File: config.mk
export PLATFORM = sky130hd
export DESIGN_NAME = hlc_ctrl
export DESIGN_NICKNAME = d
export VERILOG_FILES = /design/src/hw/rtl/hlc_pkg.sv /design/src/hw/rtl/hlc_ctrl.sv
export SDC_FILE = /design/constraint.sdc
export NUM_CORES = 1
export LEC_CHECK = 0
export BUFFER_PORTS_ARGS = -buffer_cell sky130_fd_sc_hd__buf_2
export CAP_MARGIN = 5
export CORE_ASPECT_RATIO = 0.8
export CORE_MARGIN = 4
export CORE_UTILIZATION = 42
export DETAILED_ROUTE_END_ITERATION = 6
export PLACE_DENSITY = 0.76
export SLEW_MARGIN = 25
export SYNTH_ARGS = -nofsm -noshare
export SYNTH_HDL_FRONTEND = slang
export SYNTH_SLANG_ARGS = --single-unit
File: constraint.sdc
create_clock -name clk -period 4.7 [get_ports clk]
set_clock_uncertainty 0.1 [all_clocks]
set_input_delay 0.705 -clock clk [delete_from_list [all_inputs] [get_ports clk]]
set_output_delay 0.705 -clock clk [all_outputs]
set_load 0.02 [all_outputs]
File: src/hw/rtl/hlc_pkg.sv
package hlc_pkg;

  localparam int unsigned HASH_BITS = 8;
  localparam int unsigned BUCKET_COUNT_DEF = 1 << HASH_BITS;
  localparam int unsigned WAYS_PER_BUCKET_DEF = 4;
  localparam int unsigned KEY_W = 64;
  localparam int unsigned IDX_W = 32;

  // action codes
  localparam logic [1:0] ACT_INSERT = 2'd0;
  localparam logic [1:0] ACT_LOOKUP = 2'd1;
  localparam logic [1:0] ACT_DELETE = 2'd2;

  // status codes
  localparam logic [1:0] ST_OK      = 2'd0;
  localparam logic [1:0] ST_MISS    = 2'd1;
  localparam logic [1:0] ST_PRESENT = 2'd2;
  localparam logic [1:0] ST_FULL    = 2'd3;

  typedef struct packed {
    logic [1:0]       action;
    logic [KEY_W-1:0] seq_key;
    logic [IDX_W-1:0] server_index;
  } hlc_in_t;

  typedef struct packed {
    logic [1:0]       status;
    logic [IDX_W-1:0] found_index;
  } hlc_out_t;

  typedef struct packed {
    logic row_we;
    logic entry_we;
  } hlc_mem_ctl_t;

  typedef enum logic [2:0] {
    S_CLEAR,
    S_IDLE,
    S_HASH,
    S_ROW,
    S_ISSUE,
    S_CMP,
    S_EXEC,
    S_DONE
  } hlc_state_t;

endpackage

File: src/hw/rtl/hlc_ctrl.sv
module hlc_ctrl #(
  parameter int unsigned BUCKET_COUNT    = hlc_pkg::BUCKET_COUNT_DEF,
  parameter int unsigned WAYS_PER_BUCKET = hlc_pkg::WAYS_PER_BUCKET_DEF,
  localparam int unsigned BUCKET_BITS    = $clog2(BUCKET_COUNT),
  localparam int unsigned ENTRIES        = BUCKET_COUNT * WAYS_PER_BUCKET,
  localparam int unsigned ENTRY_BITS     = $clog2(ENTRIES),
  localparam int unsigned WAY_BITS       = (WAYS_PER_BUCKET > 1) ? $clog2(WAYS_PER_BUCKET) : 1
) (
  input  logic                               clk,
  input  logic                               rst_n,
  input  logic                               in_valid,
  output logic                               in_stall,
  input  hlc_pkg::hlc_in_t                   in_data,
  output logic                               res_valid,
  input  logic                               res_ready,
  output hlc_pkg::hlc_out_t                  res_data,
  output hlc_pkg::hlc_mem_ctl_t              mem_ctl,
  output logic [BUCKET_BITS-1:0]             row_addr,
  output logic [WAYS_PER_BUCKET-1:0]         row_wdata,
  input  logic [WAYS_PER_BUCKET-1:0]         row_rdata,
  output logic [ENTRY_BITS-1:0]              entry_addr,
  output logic [hlc_pkg::KEY_W-1:0]          key_wdata,
  output logic [hlc_pkg::IDX_W-1:0]          val_wdata,
  input  logic [hlc_pkg::KEY_W-1:0]          key_rdata,
  input  logic [hlc_pkg::IDX_W-1:0]          val_rdata
);
  import hlc_pkg::*;

  localparam bit BUCKET_POW2 = ((BUCKET_COUNT & (BUCKET_COUNT - 1)) == 0);
  // key residue for other bucket counts, one 16-bit chunk at a time
  localparam int unsigned CHUNK_W = 16;
  localparam int unsigned CHUNKS  = KEY_W / CHUNK_W;
  localparam int unsigned HBIT_W  = $clog2(CHUNKS);
  localparam int unsigned X_W     = BUCKET_BITS + CHUNK_W;
  localparam int unsigned Q_W     = CHUNK_W + 1;
  localparam logic [Q_W-1:0] RECIP = Q_W'((64'd1 << X_W) / BUCKET_COUNT);

  hlc_state_t state_r, state_nxt;
  logic [BUCKET_BITS-1:0] clr_r, clr_nxt;

  logic [1:0]             act_r;
  logic [KEY_W-1:0]       key_r;
  logic [IDX_W-1:0]       val_r;
  logic [BUCKET_BITS-1:0] bucket_r;
  logic [HBIT_W-1:0]      hbit_r;
  logic                   hph_r;
  logic [Q_W-1:0]         quo_r;
  logic [WAY_BITS-1:0]    way_r;
  logic [WAY_BITS-1:0]    hit_way_r;
  logic                   hit_r;
  logic [IDX_W-1:0]       found_r;
  hlc_out_t               res_r;

  logic                   accept;
  logic                   last_way;
  logic                   hit_now;
  logic                   row_full;
  logic [WAY_BITS-1:0]    free_way;
  logic [ENTRY_BITS-1:0]  base;
  logic [X_W-1:0]         hash_x;
  logic [X_W+Q_W-1:0]     hash_prod;
  logic [X_W-1:0]         hash_rem;
  logic [BUCKET_BITS:0]   rem_sum;
  logic [BUCKET_BITS:0]   rem_red;
  hlc_out_t               exec_res;

  assign accept   = (state_r == S_IDLE) && in_valid;
  assign last_way = (way_r == WAY_BITS'(WAYS_PER_BUCKET - 1));
  assign hit_now  = row_rdata[way_r] && (key_rdata == key_r);
  assign row_full = &row_rdata;
  assign base     = ENTRY_BITS'(bucket_r) * ENTRY_BITS'(WAYS_PER_BUCKET);

  // one chunk of the residue: rem = (rem * 2^16 + chunk) mod BUCKET_COUNT.
  // The reciprocal gives a quotient that is low by at most one, so a single
  // compare and subtract finishes the step.
  assign hash_x    = {bucket_r, key_r[{hbit_r, 4'b0000} +: CHUNK_W]};
  assign hash_prod = (X_W + Q_W)'(hash_x) * (X_W + Q_W)'(RECIP);
  assign hash_rem  = hash_x - X_W'(quo_r) * X_W'(BUCKET_COUNT);
  assign rem_sum   = hash_rem[BUCKET_BITS:0];
  assign rem_red   = (rem_sum >= (BUCKET_BITS + 1)'(BUCKET_COUNT)) ?
                     rem_sum - (BUCKET_BITS + 1)'(BUCKET_COUNT) : rem_sum;

  // lowest free way of the bucket
  always_comb begin
    free_way = '0;
    for (int i = WAYS_PER_BUCKET - 1; i >= 0; i--) begin
      if (!row_rdata[i]) begin
        free_way = WAY_BITS'(i);
      end
    end
  end

  // next state
  always_comb begin
    state_nxt = state_r;
    clr_nxt   = clr_r;
    unique case (state_r)
      S_CLEAR: begin
        clr_nxt = clr_r + 1'b1;
        if (clr_r == BUCKET_BITS'(BUCKET_COUNT - 1)) begin
          state_nxt = S_IDLE;
        end
      end
      S_IDLE: begin
        if (in_valid) begin
          state_nxt = BUCKET_POW2 ? S_ROW : S_HASH;
        end
      end
      S_HASH: begin
        if (hph_r && (hbit_r == '0)) begin
          state_nxt = S_ROW;
        end
      end
      S_ROW:   state_nxt = S_ISSUE;
      S_ISSUE: state_nxt = S_CMP;
      S_CMP: begin
        if (hit_now || last_way) begin
          state_nxt = S_EXEC;
        end else begin
          state_nxt = S_ISSUE;
        end
      end
      S_EXEC: state_nxt = S_DONE;
      S_DONE: begin
        if (res_ready) begin
          state_nxt = S_IDLE;
        end
      end
      default: state_nxt = S_CLEAR;
    endcase
  end

  // outputs and memory control
  always_comb begin
    in_stall   = (state_r != S_IDLE);
    res_valid  = (state_r == S_DONE);
    mem_ctl    = '0;
    row_addr   = bucket_r;
    row_wdata  = row_rdata;
    entry_addr = base + ENTRY_BITS'(way_r);
    exec_res   = '{status: ST_MISS, found_index: '0};
    unique case (state_r)
      S_CLEAR: begin
        mem_ctl.row_we = 1'b1;
        row_addr       = clr_r;
        row_wdata      = '0;
      end
      S_EXEC: begin
        entry_addr = base + ENTRY_BITS'(free_way);
        case (act_r)
          ACT_INSERT: begin
            if (hit_r) begin
              exec_res.status = ST_PRESENT;
            end else if (row_full) begin
              exec_res.status = ST_FULL;
            end else begin
              mem_ctl.row_we   = 1'b1;
              mem_ctl.entry_we = 1'b1;
              row_wdata        = row_rdata | (WAYS_PER_BUCKET'(1) << free_way);
              exec_res.status  = ST_OK;
            end
          end
          ACT_LOOKUP: begin
            if (hit_r) begin
              exec_res.status      = ST_OK;
              exec_res.found_index = found_r;
            end
          end
          ACT_DELETE: begin
            if (hit_r) begin
              mem_ctl.row_we  = 1'b1;
              row_wdata       = row_rdata & ~(WAYS_PER_BUCKET'(1) << hit_way_r);
              exec_res.status = ST_OK;
            end
          end
          default: exec_res.status = ST_MISS;
        endcase
      end
      S_IDLE, S_HASH, S_ROW, S_ISSUE, S_CMP, S_DONE: begin
        row_addr = bucket_r;
      end
      default: row_addr = bucket_r;
    endcase
  end

  assign key_wdata = key_r;
  assign val_wdata = val_r;
  assign res_data  = res_r;

  always_ff @(posedge clk) begin
    if (!rst_n) begin
      state_r <= S_CLEAR;
      clr_r   <= '0;
    end else begin
      state_r <= state_nxt;
      clr_r   <= clr_nxt;
    end
  end

  always_ff @(posedge clk) begin
    if (accept) begin
      act_r  <= in_data.action;
      key_r  <= in_data.seq_key;
      val_r  <= in_data.server_index;
      hbit_r <= HBIT_W'(CHUNKS - 1);
      hph_r  <= 1'b0;
      if (BUCKET_POW2) begin
        bucket_r <= in_data.seq_key[BUCKET_BITS-1:0];
      end else begin
        bucket_r <= '0;
      end
    end
    if (state_r == S_HASH) begin
      hph_r <= !hph_r;
      if (!hph_r) begin
        quo_r <= hash_prod[X_W +: Q_W];
      end else begin
        bucket_r <= rem_red[BUCKET_BITS-1:0];
        hbit_r   <= hbit_r - 1'b1;
      end
    end
    if (state_r == S_ROW) begin
      way_r <= '0;
      hit_r <= 1'b0;
    end
    if (state_r == S_CMP) begin
      if (hit_now) begin
        hit_r     <= 1'b1;
        hit_way_r <= way_r;
        found_r   <= val_rdata;
      end else if (!last_way) begin
        way_r <= way_r + 1'b1;
      end
    end
    if (state_r == S_EXEC) begin
      res_r <= exec_res;
    end
  end

endmodule

==> results.cfg <==
[outcome]
outcome = complete, no violations

[logic_synthesis]
synthesis_stage_register_bit_count = 191
synth_area_leader_cell = sky130_fd_sc_hd__edfxtp_1
synth_top_area_share_pct = 66.1
synthesized_area_per_cell_um2 = 15.2
postSynthNetCount = 704
synth_cell_types = 40
synthMostInstantiatedCell = sky130_fd_sc_hd__edfxtp_1
yosysWarnings = 0
synthFlopType = sky130_fd_sc_hd__edfxtp_1
synth.cells.most_frequent = sky130_fd_sc_hd__edfxtp_1, sky130_fd_sc_hd__nand2_1, sky130_fd_sc_hd__xnor2_1
synth_cells = 499
post_synth_instance_area_um2 = 7580
synth-edff-count = 167
sequential_element_share_of_the_synthesized_area_pct = 72.5
synthTopCellsByArea = sky130_fd_sc_hd__edfxtp_1, sky130_fd_sc_hd__dfxtp_1, sky130_fd_sc_hd__xnor2_1, sky130_fd_sc_hd__and2_1, sky130_fd_sc_hd__mux4_2
async_sr_flop_fraction_pct = 0

[routing]
detailedRoute.firstPassIterationCount = 5
finalWirelength_um = 20900
wl_per_cell_um = 19.0
ant_nets = 0
dr_iter_0_viols = 360
post-route-drc-count = 0
avgViaCountPerCell = 4.98
routed-via-count = 5476

[clock_network]
postCtsSetupBuffers = 0
cts_inserted_buffers = 17
clock_sink_count = 191
post_cts_resize_count = 0
clock_tree_from_tritoncts = done
cts_root_buf = sky130_fd_sc_hd__clkbuf_16
htree_depth = 4
worst_skew_pair.late_latency_ps = 440
hold_buffers = 0
ctsLongestPathBuffers = 2
cts.reportedPaths.clkPinSlew_ps = 80

[sta]
timing.slew.headroom_pct = 42.8
max_slew.worst_pin.slew_ps = 858
timing.final.hold_violations = 0
rsz0062_at_grt = false
max_clock_freq_mhz = 306
layout_setup_ws_ps = 1430
final_min_period_ps = 3270
fin_hold_ws_ps = 335
tns_ps = 0
finalSetupViolations = 0
period_share_pct = 69.6
finalMaxSlewViolations = 0

[placement]
port-buffer-count = 357
place.gp.congestion = 0.888
post_dp_cell_area_um2 = 9640
pre_cts_slack_ps = 1520
dpl.cell_count = 1068
hpwlAfterDp_um = 16500

[layout]
nNetsFinal = 1067
n_fill_cell = 1433
final_cells = 1100
fin_util_pct = 58.3
design_area_um2 = 10200
drive_above_1_share_pct = 46.5
layout-area-overhead-vs-synth_pct = 34.8

[pwr]
total_leakage_power_nw = 4.27
power.total_mw = 3.58
power_per_cell_area_nw_per_um2 = 350
worst_ir_drop_on_vdd_mv = 0.186

[setup_path]
timing.critical_path.required_ps = 3890
timing.critical_path.slowest_cell_delay_ps = 670
critPathLaunchType = flip-flop
crit_path_top_delay_cell = sky130_fd_sc_hd__dfxtp_1
worstPathArrival_ps = 2470
worst_setup_path_end_kind = primary output
worst-setup-path-type = reg2out
path_cells = nand2_1 -> or3_4 -> or3_1 -> o31ai_1 -> buf_2
cp_max_fo = 16

[floorplan]
die_w_um = 158
core_area_um2 = 17500
io-pin-count = 358
initial_core_util_pct = 43.2
rows = 43
die_height_um = 128
full_die_area_um2 = 20300

[global_route]
grt_first_pass_wirelength_um = 30500
antenna_found_initial = 2
global_route.usage.total_pct = 20.2
pin_count_of_the_biggest_net_entering_global_routing = 107
via_count_of_the_first_global_routing_pass = 5525
grt_remaining_overflow = 0

[worst_hold_path]
worstHoldPathType = in2reg

[flow_run]
max-cap-violations = 0
[flip-flops by register name (all words and copies together), names as in the netlist, 3 cells and up]
signal and flops:
res_data 34, state_r 3, val_wdata 32, key_wdata 64, found_r 32, clr_r 8, bucket_r 8
[where the power goes]
part           internal [mW]  switching (mW)
logic                  0.153           0.118
registers               1.87          0.0650
clock network          0.703           0.676
[cells by family after synthesis]
| group | after synthesis | synth area share, % |
|---|---|---|
| XOR/XNOR | 69 | 7.97 |
| buffers and inverters | 25 | 1.32 |
| multiplexers | 19 | 3.99 |
| AO/OA/AOI/OAI | 38 | 3.09 |
| flip-flops | 191 | 72.5 |
| AND/OR/NAND/NOR | 154 | 10.7 |
| adder cells (fa/ha/maj) | 3 | 0.495 |
[final cells by class]
cell class / instances / area, um2 / share of cell area [%]
antenna: 1 / 2.50 / 0.0245
clock buffer: 17 / 425 / 4.16
clock inverter: 14 / 143 / 1.40
multi-input combinational: 283 / 2010 / 19.7
sequential: 191 / 5500 / 53.8
inverter: 8 / 30.0 / 0.294
tap: 225 / 282 / 2.76
timing repair buffer: 361 / 1830 / 17.9
[cell usage in the layout, fill, tap and decap left out, drive strengths merged, types with 11 or more instances in the layout]
master	count
buf	361
edfxtp	167
nand2	53
xnor2	53
and2	37
dfxtp	24
o21ai	17
clkbuf	17
xor2	16
nand4	15
inv	15
nor2	11
[critical path, delay by kind of cell, from the launching register on]
| kind | cells | cell delay (ps) |
|---|---|---|
| buffers and inverters | 1 | 210 |
| DFF | 1 | 670 |
| and+or+nand+nor | 3 | 910 |
| AOI/OAI and AO/OA | 1 | 260 |
[path summary, 6_finish.rpt]
path,from,endpoint,slack (ps),cells after the start
max,state_r[2]$_SDFFE_PN0P_,row_wdata[3],1430,5
min,in_data[16],val_wdata[16]$_DFFE_PP_,330,1
max reg2reg,key_wdata[50]$_DFFE_PP_,found_r[2]$_DFFE_PP_,1860,6
min reg2reg,clr_r[1]$_SDFFE_PN0P_,clr_r[1]$_SDFFE_PN0P_,410,2
[per-layer routing]
metal / vias up / GRT usage, % / part of all wire [%]
li1: 2558 / - / -
met1: 2635 / 26.0 / 41
met2: 244 / 33.0 / 50
met3: 39 / 5.84 / 7.2
met4: 0 / 7.22 / 2.5
met5: - / 0 / 0
(Power assumes the default switching activity.)
